**src/sv/deq_pkg.sv**
```systemverilog
// Shared types, codes and field widths of the double-ended queue
`timescale 1ns / 1ps

package deq_pkg;

  // field widths of the words on the two channels
  localparam int MODE_W   = 3;
  localparam int VALUE_W  = 32;
  localparam int POS_W    = 7;
  localparam int COUNT_W  = 7;
  localparam int STATUS_W = 2;

  // default sizing handed to the top level
  localparam int DEPTH_DEF     = 64;
  localparam int WORD_BITS_DEF = 32;

  // operation codes, the two unused codes act as a query
  localparam logic [MODE_W-1:0] MODE_PUSH_BACK  = 3'd0;
  localparam logic [MODE_W-1:0] MODE_PUSH_FRONT = 3'd1;
  localparam logic [MODE_W-1:0] MODE_POP_BACK   = 3'd2;
  localparam logic [MODE_W-1:0] MODE_POP_FRONT  = 3'd3;
  localparam logic [MODE_W-1:0] MODE_INSERT     = 3'd4;
  localparam logic [MODE_W-1:0] MODE_QUERY      = 3'd5;

  // result status codes
  localparam logic [STATUS_W-1:0] STAT_DONE  = 2'd0;
  localparam logic [STATUS_W-1:0] STAT_EMPTY = 2'd1;
  localparam logic [STATUS_W-1:0] STAT_FULL  = 2'd2;
  localparam logic [STATUS_W-1:0] STAT_POS   = 2'd3;

  // controller states
  typedef enum logic [2:0] {
    S_IDLE,
    S_SHIFT_RD,
    S_SHIFT_WR,
    S_READ,
    S_RESP
  } state_t;

  // controller to datapath
  typedef struct packed {
    logic accept;
    logic shift_rd;
    logic shift_wr;
    logic ins_wr;
    logic load_out;
  } cmd_t;

  // datapath to controller
  typedef struct packed {
    logic ins_go;
    logic shift_more;
    logic out_free;
  } stat_t;

endpackage

```
**src/sv/double_ended_queue_with_insert.sv**
```systemverilog
// Top level of the bounded double-ended queue with positional insert
//
//   channel  direction  handshake             word
//   in_      input      in_valid / in_ready   mode, value, position
//   out_     output     out_valid / out_ready front_word, back_word, entry_count, status
//
// Push, pop, query and a rejected insert go from acceptance through the update, a read of
// both end slots, then the load of the result register, which waits until that register frees.
// A stored insert first moves each later entry a place back, a read of a slot and then its
// write one further back, as the ring store has a single write port, then writes the new word.
// Reset clears the controller state, head, count and the output valid flag; the store needs no clearing pass.
// A result waits in the output register; one more word is taken meanwhile and
// its result is held back until the register frees.
`timescale 1ns / 1ps

module double_ended_queue_with_insert #(
  parameter int DEPTH     = deq_pkg::DEPTH_DEF,
  parameter int WORD_BITS = deq_pkg::WORD_BITS_DEF
) (
  input  logic                           clk,
  input  logic                           rst_n,
  input  logic                           in_valid,
  output logic                           in_ready,
  input  logic [deq_pkg::MODE_W-1:0]     in_mode,
  input  logic [deq_pkg::VALUE_W-1:0]    in_value,
  input  logic [deq_pkg::POS_W-1:0]      in_position,
  output logic                           out_valid,
  input  logic                           out_ready,
  output logic [deq_pkg::VALUE_W-1:0]    out_front_word,
  output logic [deq_pkg::VALUE_W-1:0]    out_back_word,
  output logic [deq_pkg::COUNT_W-1:0]    out_entry_count,
  output logic [deq_pkg::STATUS_W-1:0]   out_status
);

  deq_pkg::cmd_t  cmd;
  deq_pkg::stat_t stat;

  // sequencer
  deq_ctrl u_ctrl (
    .clk      (clk),
    .rst_n    (rst_n),
    .in_valid (in_valid),
    .in_ready (in_ready),
    .stat     (stat),
    .cmd      (cmd)
  );

  // store and result register
  deq_dpath #(
    .DEPTH     (DEPTH),
    .WORD_BITS (WORD_BITS)
  ) u_dpath (
    .clk             (clk),
    .rst_n           (rst_n),
    .in_mode         (in_mode),
    .in_value        (in_value),
    .in_position     (in_position),
    .cmd             (cmd),
    .stat            (stat),
    .out_valid       (out_valid),
    .out_ready       (out_ready),
    .out_front_word  (out_front_word),
    .out_back_word   (out_back_word),
    .out_entry_count (out_entry_count),
    .out_status      (out_status)
  );

`ifndef SYNTHESIS
  // one word in work at a time
  a_one_at_a_time: assert property (@(posedge clk) disable iff (!rst_n)
    (in_valid && in_ready) |=> !in_ready)
    else $error("input taken again before the operation finished");

  // an empty result reports no entries and zero ends
  a_empty_result: assert property (@(posedge clk) disable iff (!rst_n)
    (out_valid && out_status == deq_pkg::STAT_EMPTY) |->
      (out_entry_count == '0 && out_front_word == '0 && out_back_word == '0))
    else $error("empty status with stored words or nonzero ends");

  // a push or insert rejected as full only happens at full capacity
  a_full_result: assert property (@(posedge clk) disable iff (!rst_n)
    (out_valid && out_status == deq_pkg::STAT_FULL) |->
      (out_entry_count == deq_pkg::COUNT_W'(DEPTH)))
    else $error("full status below capacity");
`endif

endmodule

```
**src/sv/deq_ctrl.sv**
```systemverilog
// Controller state machine of the double-ended queue
`timescale 1ns / 1ps

module deq_ctrl (
  input  logic           clk,
  input  logic           rst_n,
  input  logic           in_valid,
  output logic           in_ready,
  input  deq_pkg::stat_t stat,
  output deq_pkg::cmd_t  cmd
);

  deq_pkg::state_t state_r;
  deq_pkg::state_t state_nxt;

  // state register
  always_ff @(posedge clk) begin
    if (!rst_n) begin
      state_r <= deq_pkg::S_IDLE;
    end else begin
      state_r <= state_nxt;
    end
  end

  // next state and commands
  always_comb begin
    state_nxt    = state_r;
    cmd          = '0;
    in_ready     = 1'b0;
    case (state_r)
      deq_pkg::S_IDLE: begin
        in_ready = 1'b1;
        if (in_valid) begin
          cmd.accept = 1'b1;
          state_nxt  = stat.ins_go ? deq_pkg::S_SHIFT_RD : deq_pkg::S_READ;
        end
      end
      deq_pkg::S_SHIFT_RD: begin
        if (stat.shift_more) begin
          cmd.shift_rd = 1'b1;
          state_nxt    = deq_pkg::S_SHIFT_WR;
        end else begin
          cmd.ins_wr = 1'b1;
          state_nxt  = deq_pkg::S_READ;
        end
      end
      deq_pkg::S_SHIFT_WR: begin
        cmd.shift_wr = 1'b1;
        state_nxt    = deq_pkg::S_SHIFT_RD;
      end
      deq_pkg::S_READ: begin
        state_nxt = deq_pkg::S_RESP;
      end
      deq_pkg::S_RESP: begin
        if (stat.out_free) begin
          cmd.load_out = 1'b1;
          state_nxt    = deq_pkg::S_IDLE;
        end
      end
      default: begin
        state_nxt = deq_pkg::S_IDLE;
      end
    endcase
  end

endmodule

```
**src/sv/deq_dpath.sv**
```systemverilog
// Datapath of the double-ended queue: ring store, head and count, result register
`timescale 1ns / 1ps

module deq_dpath #(
  parameter int DEPTH     = deq_pkg::DEPTH_DEF,
  parameter int WORD_BITS = deq_pkg::WORD_BITS_DEF
) (
  input  logic                           clk,
  input  logic                           rst_n,
  input  logic [deq_pkg::MODE_W-1:0]     in_mode,
  input  logic [deq_pkg::VALUE_W-1:0]    in_value,
  input  logic [deq_pkg::POS_W-1:0]      in_position,
  input  deq_pkg::cmd_t                  cmd,
  output deq_pkg::stat_t                 stat,
  output logic                           out_valid,
  input  logic                           out_ready,
  output logic [deq_pkg::VALUE_W-1:0]    out_front_word,
  output logic [deq_pkg::VALUE_W-1:0]    out_back_word,
  output logic [deq_pkg::COUNT_W-1:0]    out_entry_count,
  output logic [deq_pkg::STATUS_W-1:0]   out_status
);

  localparam int IDX_W = (DEPTH > 1) ? $clog2(DEPTH) : 1;
  localparam int CNT_W = $clog2(DEPTH + 1);
  localparam int SUM_W = CNT_W + 1;
  localparam int CMP_W = (CNT_W > deq_pkg::POS_W) ? CNT_W : deq_pkg::POS_W;
  localparam int OCW_W = (CNT_W > deq_pkg::COUNT_W) ? CNT_W : deq_pkg::COUNT_W;

  // ring slot of a place counted from a base slot
  function automatic logic [IDX_W-1:0] slot_of(input logic [IDX_W-1:0] base,
                                               input logic [CNT_W-1:0] offs);
    logic [SUM_W-1:0] sum;
    logic [SUM_W-1:0] wrapped;
    sum     = SUM_W'(base) + SUM_W'(offs);
    wrapped = (sum >= SUM_W'(DEPTH)) ? sum - SUM_W'(DEPTH) : sum;
    return wrapped[IDX_W-1:0];
  endfunction

  logic [WORD_BITS-1:0]           store_r [DEPTH];
  logic [WORD_BITS-1:0]           rd_a_r;
  logic [WORD_BITS-1:0]           rd_b_r;

  logic [IDX_W-1:0]               head_r, head_nxt;
  logic [CNT_W-1:0]               count_r, count_nxt;
  logic [CNT_W-1:0]               k_r, k_nxt;
  logic [CNT_W-1:0]               pos_r, pos_nxt;
  logic [WORD_BITS-1:0]           word_r, word_nxt;
  logic [deq_pkg::STATUS_W-1:0]   status_r, status_nxt;

  logic                           out_valid_r;
  logic [deq_pkg::VALUE_W-1:0]    out_front_r, out_back_r;
  logic [deq_pkg::COUNT_W-1:0]    out_count_r;
  logic [deq_pkg::STATUS_W-1:0]   out_status_r;

  logic [63:0]                    value_ext;
  logic [WORD_BITS-1:0]           in_word;
  logic [CMP_W-1:0]               pos_cmp;
  logic                           pos_gt;
  logic                           full;
  logic                           empty;
  logic [IDX_W-1:0]               head_dec;
  logic [CNT_W-1:0]               back_offs;

  logic                           we;
  logic [IDX_W-1:0]               waddr;
  logic [WORD_BITS-1:0]           wdata;
  logic [IDX_W-1:0]               raddr_a;
  logic [IDX_W-1:0]               raddr_b;

  logic [63:0]                    front_ext;
  logic [63:0]                    back_ext;
  logic [OCW_W-1:0]               count_ext;

  // decode of the incoming word
  assign value_ext = 64'(in_value);
  assign in_word   = value_ext[WORD_BITS-1:0];
  assign pos_cmp   = CMP_W'(in_position);
  assign pos_gt    = pos_cmp > CMP_W'(count_r);
  assign full      = count_r == CNT_W'(DEPTH);
  assign empty     = count_r == '0;
  assign head_dec  = (head_r == '0) ? IDX_W'(DEPTH - 1) : head_r - 1'b1;
  assign back_offs = empty ? '0 : count_r - 1'b1;

  // status towards the controller
  assign stat.ins_go     = (in_mode == deq_pkg::MODE_INSERT) && !pos_gt && !full;
  assign stat.shift_more = k_r > pos_r;
  assign stat.out_free   = !out_valid_r || out_ready;

  // operation decode, write port and state update
  always_comb begin
    head_nxt   = head_r;
    count_nxt  = count_r;
    k_nxt      = k_r;
    pos_nxt    = pos_r;
    word_nxt   = word_r;
    status_nxt = status_r;
    we         = 1'b0;
    waddr      = slot_of(head_r, count_r);
    wdata      = in_word;
    if (cmd.accept) begin
      status_nxt = deq_pkg::STAT_DONE;
      case (in_mode)
        deq_pkg::MODE_PUSH_BACK: begin
          if (full) begin
            status_nxt = deq_pkg::STAT_FULL;
          end else begin
            we        = 1'b1;
            count_nxt = count_r + 1'b1;
          end
        end
        deq_pkg::MODE_PUSH_FRONT: begin
          if (full) begin
            status_nxt = deq_pkg::STAT_FULL;
          end else begin
            we        = 1'b1;
            waddr     = head_dec;
            head_nxt  = head_dec;
            count_nxt = count_r + 1'b1;
          end
        end
        deq_pkg::MODE_POP_BACK: begin
          if (empty) begin
            status_nxt = deq_pkg::STAT_EMPTY;
          end else begin
            count_nxt = count_r - 1'b1;
          end
        end
        deq_pkg::MODE_POP_FRONT: begin
          if (empty) begin
            status_nxt = deq_pkg::STAT_EMPTY;
          end else begin
            head_nxt  = slot_of(head_r, CNT_W'(1));
            count_nxt = count_r - 1'b1;
          end
        end
        deq_pkg::MODE_INSERT: begin
          if (pos_gt) begin
            status_nxt = deq_pkg::STAT_POS;
          end else if (full) begin
            status_nxt = deq_pkg::STAT_FULL;
          end else begin
            // position fits the count here, so the low bits hold it
            word_nxt = in_word;
            pos_nxt  = pos_cmp[CNT_W-1:0];
            k_nxt    = count_r;
          end
        end
        default: begin
          if (empty) begin
            status_nxt = deq_pkg::STAT_EMPTY;
          end
        end
      endcase
    end
    // move one later entry a place toward the back
    if (cmd.shift_wr) begin
      we    = 1'b1;
      waddr = slot_of(head_r, k_r);
      wdata = rd_a_r;
      k_nxt = k_r - 1'b1;
    end
    // drop the new word into the opened slot
    if (cmd.ins_wr) begin
      we        = 1'b1;
      waddr     = slot_of(head_r, pos_r);
      wdata     = word_r;
      count_nxt = count_r + 1'b1;
    end
  end

  // read addresses: shift source on port a, otherwise the two ends
  assign raddr_a = cmd.shift_rd ? slot_of(head_r, k_r - 1'b1) : head_r;
  assign raddr_b = slot_of(head_r, back_offs);

  // ring store, one write and two registered reads
  always_ff @(posedge clk) begin
    if (we) begin
      store_r[waddr] <= wdata;
    end
    rd_a_r <= store_r[raddr_a];
    rd_b_r <= store_r[raddr_b];
  end

  // control registers
  always_ff @(posedge clk) begin
    if (!rst_n) begin
      head_r  <= '0;
      count_r <= '0;
    end else begin
      head_r  <= head_nxt;
      count_r <= count_nxt;
    end
  end

  // operation payload registers
  always_ff @(posedge clk) begin
    k_r      <= k_nxt;
    pos_r    <= pos_nxt;
    word_r   <= word_nxt;
    status_r <= status_nxt;
  end

  // result word, ends read as zero when empty
  assign front_ext = empty ? 64'd0 : 64'(rd_a_r);
  assign back_ext  = empty ? 64'd0 : 64'(rd_b_r);
  assign count_ext = OCW_W'(count_r);

  always_ff @(posedge clk) begin
    if (!rst_n) begin
      out_valid_r <= 1'b0;
    end else if (cmd.load_out) begin
      out_valid_r <= 1'b1;
    end else if (out_ready) begin
      out_valid_r <= 1'b0;
    end
  end

  always_ff @(posedge clk) begin
    if (cmd.load_out) begin
      out_front_r  <= front_ext[deq_pkg::VALUE_W-1:0];
      out_back_r   <= back_ext[deq_pkg::VALUE_W-1:0];
      out_count_r  <= count_ext[deq_pkg::COUNT_W-1:0];
      out_status_r <= status_r;
    end
  end

  assign out_valid       = out_valid_r;
  assign out_front_word  = out_front_r;
  assign out_back_word   = out_back_r;
  assign out_entry_count = out_count_r;
  assign out_status      = out_status_r;

endmodule

```
**config.mk**
```make
export PLATFORM = sky130hd
export DESIGN_NAME = double_ended_queue_with_insert
export DESIGN_NICKNAME = d
export VERILOG_FILES = /design/src/sv/deq_pkg.sv /design/src/sv/double_ended_queue_with_insert.sv /design/src/sv/deq_ctrl.sv /design/src/sv/deq_dpath.sv
export SDC_FILE = /design/constraint.sdc
export NUM_CORES = 2
export LEC_CHECK = 0
export BUFFER_PORTS_ARGS = -buffer_cell sky130_fd_sc_hd__buf_2
export CELL_PAD_IN_SITES_DETAIL_PLACEMENT = 0
export CELL_PAD_IN_SITES_GLOBAL_PLACEMENT = 1
export CORE_MARGIN = 2
export CORE_UTILIZATION = 54
export CTS_CLUSTER_DIAMETER = 200
export DETAILED_ROUTE_END_ITERATION = 16
export GPL_ROUTABILITY_DRIVEN = 0
export PLACE_DENSITY_LB_ADDON = 0.08
export SETUP_SLACK_MARGIN = 0.5
export SLEW_MARGIN = 20
export SYNTH_ARGS = -nofsm -noshare
export SYNTH_HDL_FRONTEND = slang
export SYNTH_HIERARCHICAL = 1
export SYNTH_SLANG_ARGS = --single-unit
```
**constraint.sdc**
```tcl
create_clock -name clk -period 6.8 [get_ports clk]
set_input_delay 0.68 -clock clk [delete_from_list [all_inputs] [get_ports clk]]
set_output_delay 0.68 -clock clk [all_outputs]
set_load 0.02 [all_outputs]
```
==> results.py <==
metrics = {
    "global_route": {
        "track_usage": 0.354,
        "grt_overflow_total": 0,
        "grt_pass1_wl_mm": 499,
        "grt_max_degree": 235,
        "antenna_found_initial": 28,
        "first_global_vias": 67984,
    },
    "worst_setup_path": {
        "cp-start-kind": "register",
        "worstPathRequired_ns": 7.56,
        "worstPathCellList": "inv_1 -> ha_1 -> or3b_2 -> nor4_4 -> nor2_1 -> ha_4 -> fa_4 -> buf_4 -> buf_4 -> mux4_2 -> mux4_2 -> nor2b_1 -> a211oi_1 -> buf_4 -> a21oi_1",
        "crit_top_cell": "buf_4",
        "cp_slowest_cell": "fa_4",
        "criticalPathCategory": "reg2reg",
        "critPathCaptureType": "register",
        "arrival_ns": 6.78,
        "cpPeakStageDelay_ns": 1.19,
        "critical_path.max_fanout": 16,
    },
    "synthesis": {
        "synth_top_family_by_area": "multiplexers",
        "synth_edf_count": 2169,
        "synth_ff_type": "edfxtp_1",
        "ys_warn_count": 6,
        "syn-num-nets": 7152,
        "ys_seq_area_frac": 0.631,
        "synth-async-reset-ratio": 0,
        "avgSynthCellArea_um2": 15.0,
        "syn_inst": 7056,
        "synth_seq_cells": 2250,
        "synthTopCellsByArea": "edfxtp_1, mux4_2, mux2i_1",
        "synthXorXnorAreaFrac": 0.00298,
        "syn_area_mm2": 0.106,
        "synth_top_cell_by_area": "edfxtp_1",
        "synth_cell_types": 79,
        "synth-simple-area-share": 0.0985,
        "synth_compound_area_frac": 0.0605,
        "synth.top_cell.area_share": 0.615,
        "synth_fa_ha_area_frac": 0.00627,
        "synthMuxAreaShare": 0.177,
    },
    "cells_and_area": {
        "fill_cells": 14464,
        "fin_nets": 7233,
        "layout_common_cells": "edfxtp_1, nand2_1, mux4_2",
        "areaGrowthSynthToFinish_pct": 12.8,
        "final_common_cell": "edfxtp_1",
        "drive_gt1_frac": 0.214,
    },
    "die": {
        "die-height_um": 447,
        "die_area_mm2": 0.200,
        "die_width_um": 447,
        "fp.coreArea_mm2": 0.195,
        "start_util": 0.543,
        "rows": 162,
        "ios": 121,
    },
    "route": {
        "via_per_inst": 7.07,
        "drc": 0,
        "vias": 70389,
        "wl_per_cell_um": 35.7,
        "wl_mm": 355,
        "drtPass1Iterations": 6,
        "final_antenna_net_count": 0,
        "drt_first_iter_violations": 10046,
    },
    "clock_network": {
        "cts_inserted_buffers": 230,
        "cts_buffer_depth": 3,
        "htree_levels": 4,
        "clock_latency_ns": 0.91,
        "cts_root_buf": "clkbuf_16",
        "clock_sinks": 2250,
        "cts_tree": "built",
        "clk_pin_slew_ns": 0.06,
    },
    "timing": {
        "rsz0062_at_grt": "no",
        "report.final.slew_viol_count": 0,
        "finalSetupViolCount": 0,
        "maxSlewHeadroom": 0.214,
        "fin_crit_sh": 0.885,
        "max_freq_mhz": 166,
        "finClkSkew_ns": 0.0437,
        "hold_viol_final": 0,
        "setup_tns_ns": 0,
        "fin_crit_ns": 6.02,
        "worstMarginPinSlew_ns": 1.18,
        "whs_ns": 0.0795,
    },
    "power": {
        "vdd_ir_drop_max_mv": 0.278,
        "power_density_mw_per_mm2": 364,
        "leakagePower_nw": 40.5,
    },
    "placed_design": {
        "io_buffer_count": 120,
        "dp_hpwl_mm": 199,
    },
    "flow_run": {
        "maxCapViolCount": 0,
    },
    "hold_path": {
        "hold_path.class": "in2reg",
    },
    "run_status": {
        "outcome": "finished, final reports clean",
    },
}
sequential cells by signal, indices dropped and copies added, names as in the netlist:
| name | cells |
|---|---|
| u_dpath/out_valid | 1 |
| u_dpath/out_back_word | 32 |
| u_dpath/store_r | 2048 |
| u_dpath/pos_r | 7 |
| u_dpath/status_r | 2 |
| u_dpath/rd_a_r | 32 |
| u_dpath/out_status | 2 |
| u_ctrl/state_r | 3 |
| u_dpath/k_r | 7 |
| u_dpath/rd_b_r | 32 |
| u_dpath/word_r | 32 |
| u_dpath/out_front_word | 32 |
| u_dpath/head_r | 6 |
| u_dpath/out_entry_count | 7 |
| u_dpath/count_ext | 7 |
timing repair:
| item | in CTS | in global routing |
|---|---|---|
| hold buffers | 35 | 0 |
| setup endpoints to repair | 0 | 1 |
| setup buffers | 0 | 1 |
| endpoints found under the hold margin | 35 | 0 |
| gates resized for setup | 0 | 0 |
Yosys cell counts, types with 66 or more instances:
master / n
edfxtp_1: 2169
nand2_1: 962
mux4_2: 640
clkbuf_1: 425
a211oi_1: 419
nand3_1: 399
mux2i_1: 390
and3_1: 388
nand4_1: 140
a2111oi_0: 127
o21ai_0: 119
nor2b_1: 105
buf_1: 83
dfxtp_1: 81
buf_2: 77
nor2_1: 75
a21oi_1: 66
path summary, 6_finish.rpt:
check / endpoint / depth (start not counted) / slack (ns) / start
max: u_dpath/rd_b_r[24] / 15 / 0.78 / u_dpath/count_ext[1]
max reg2reg: u_dpath/rd_b_r[24] / 15 / 0.78 / u_dpath/count_ext[1]
min reg2reg: u_dpath/out_status[0] / 0 / 0.43 / u_dpath/status_r[0]
min: u_dpath/pos_r[1] / 1 / 0.08 / in_position[1]
critical path: cells and delay by family (launching register included):
| family | cells | cell delay [ns] |
|---|---|---|
| AO/OA/AOI/OAI | 2 | 0.68 |
| adder cells (fa/ha/maj) | 3 | 1.64 |
| buffers and inverters | 4 | 1.08 |
| flip-flops | 1 | 0.46 |
| multiplexers | 2 | 1.02 |
| AND/OR/NAND/NOR | 4 | 0.99 |
final cells by class:
class	instances	area, um2	area share
Clock inverter	143	1430	0.0120
Multi-Input combinational cell	4173	37600	0.315
Tap cell	2624	3280	0.0275
Timing Repair Buffer	451	3970	0.0333
Inverter	31	116	0.000975
Sequential cell	2250	66800	0.559
Clock buffer	290	6170	0.0517
Antenna cell	1	2.50	0.0000210
stage by stage:
step | cell area, um2 | total power, W | util | setup WS [ns] | cells
CTS | 119000 | 0.0433 | 0.612 | 0.639 | 9960
global route | 119000 | 0.0446 | 0.613 | 0.556 | 9962
finish | 119000 | 0.0434 | 0.613 | 0.781 | 9963
global placement | 111000 | 0.0306 | 0.571 | 0.696 | 9491
detailed placement | 111000 | 0.0307 | 0.572 | 0.666 | 9492
floorplan | 106000 | 0.0255 | - | 1.14 | 7056
report_power, final:
part	total, W	leakage [nW]	switching [W]	internal (W)
logic	0.0140	16.5	0.00809	0.00586
registers	0.0167	20.2	0.000410	0.0163
clock network	0.0127	3.68	0.00546	0.00727
per-layer routing:
layer | vias up | wire length (um) | GRT usage
met4 | 10 | 19100 | 0.168
met1 | 36188 | 133000 | 0.483
li1 | 28565 | - | -
met2 | 4701 | 165000 | 0.550
met5 | - | 66 | 0
met3 | 925 | 38000 | 0.0713
cell families after synthesis:
kind of cell	after synthesis
fa+ha+maj	50
flops	2250
compound gates	874
mux	1065
xor+xnor	33
buf+inv	633
simple gates	2151
No activity file was read; power rests on OpenSTA's default activity.
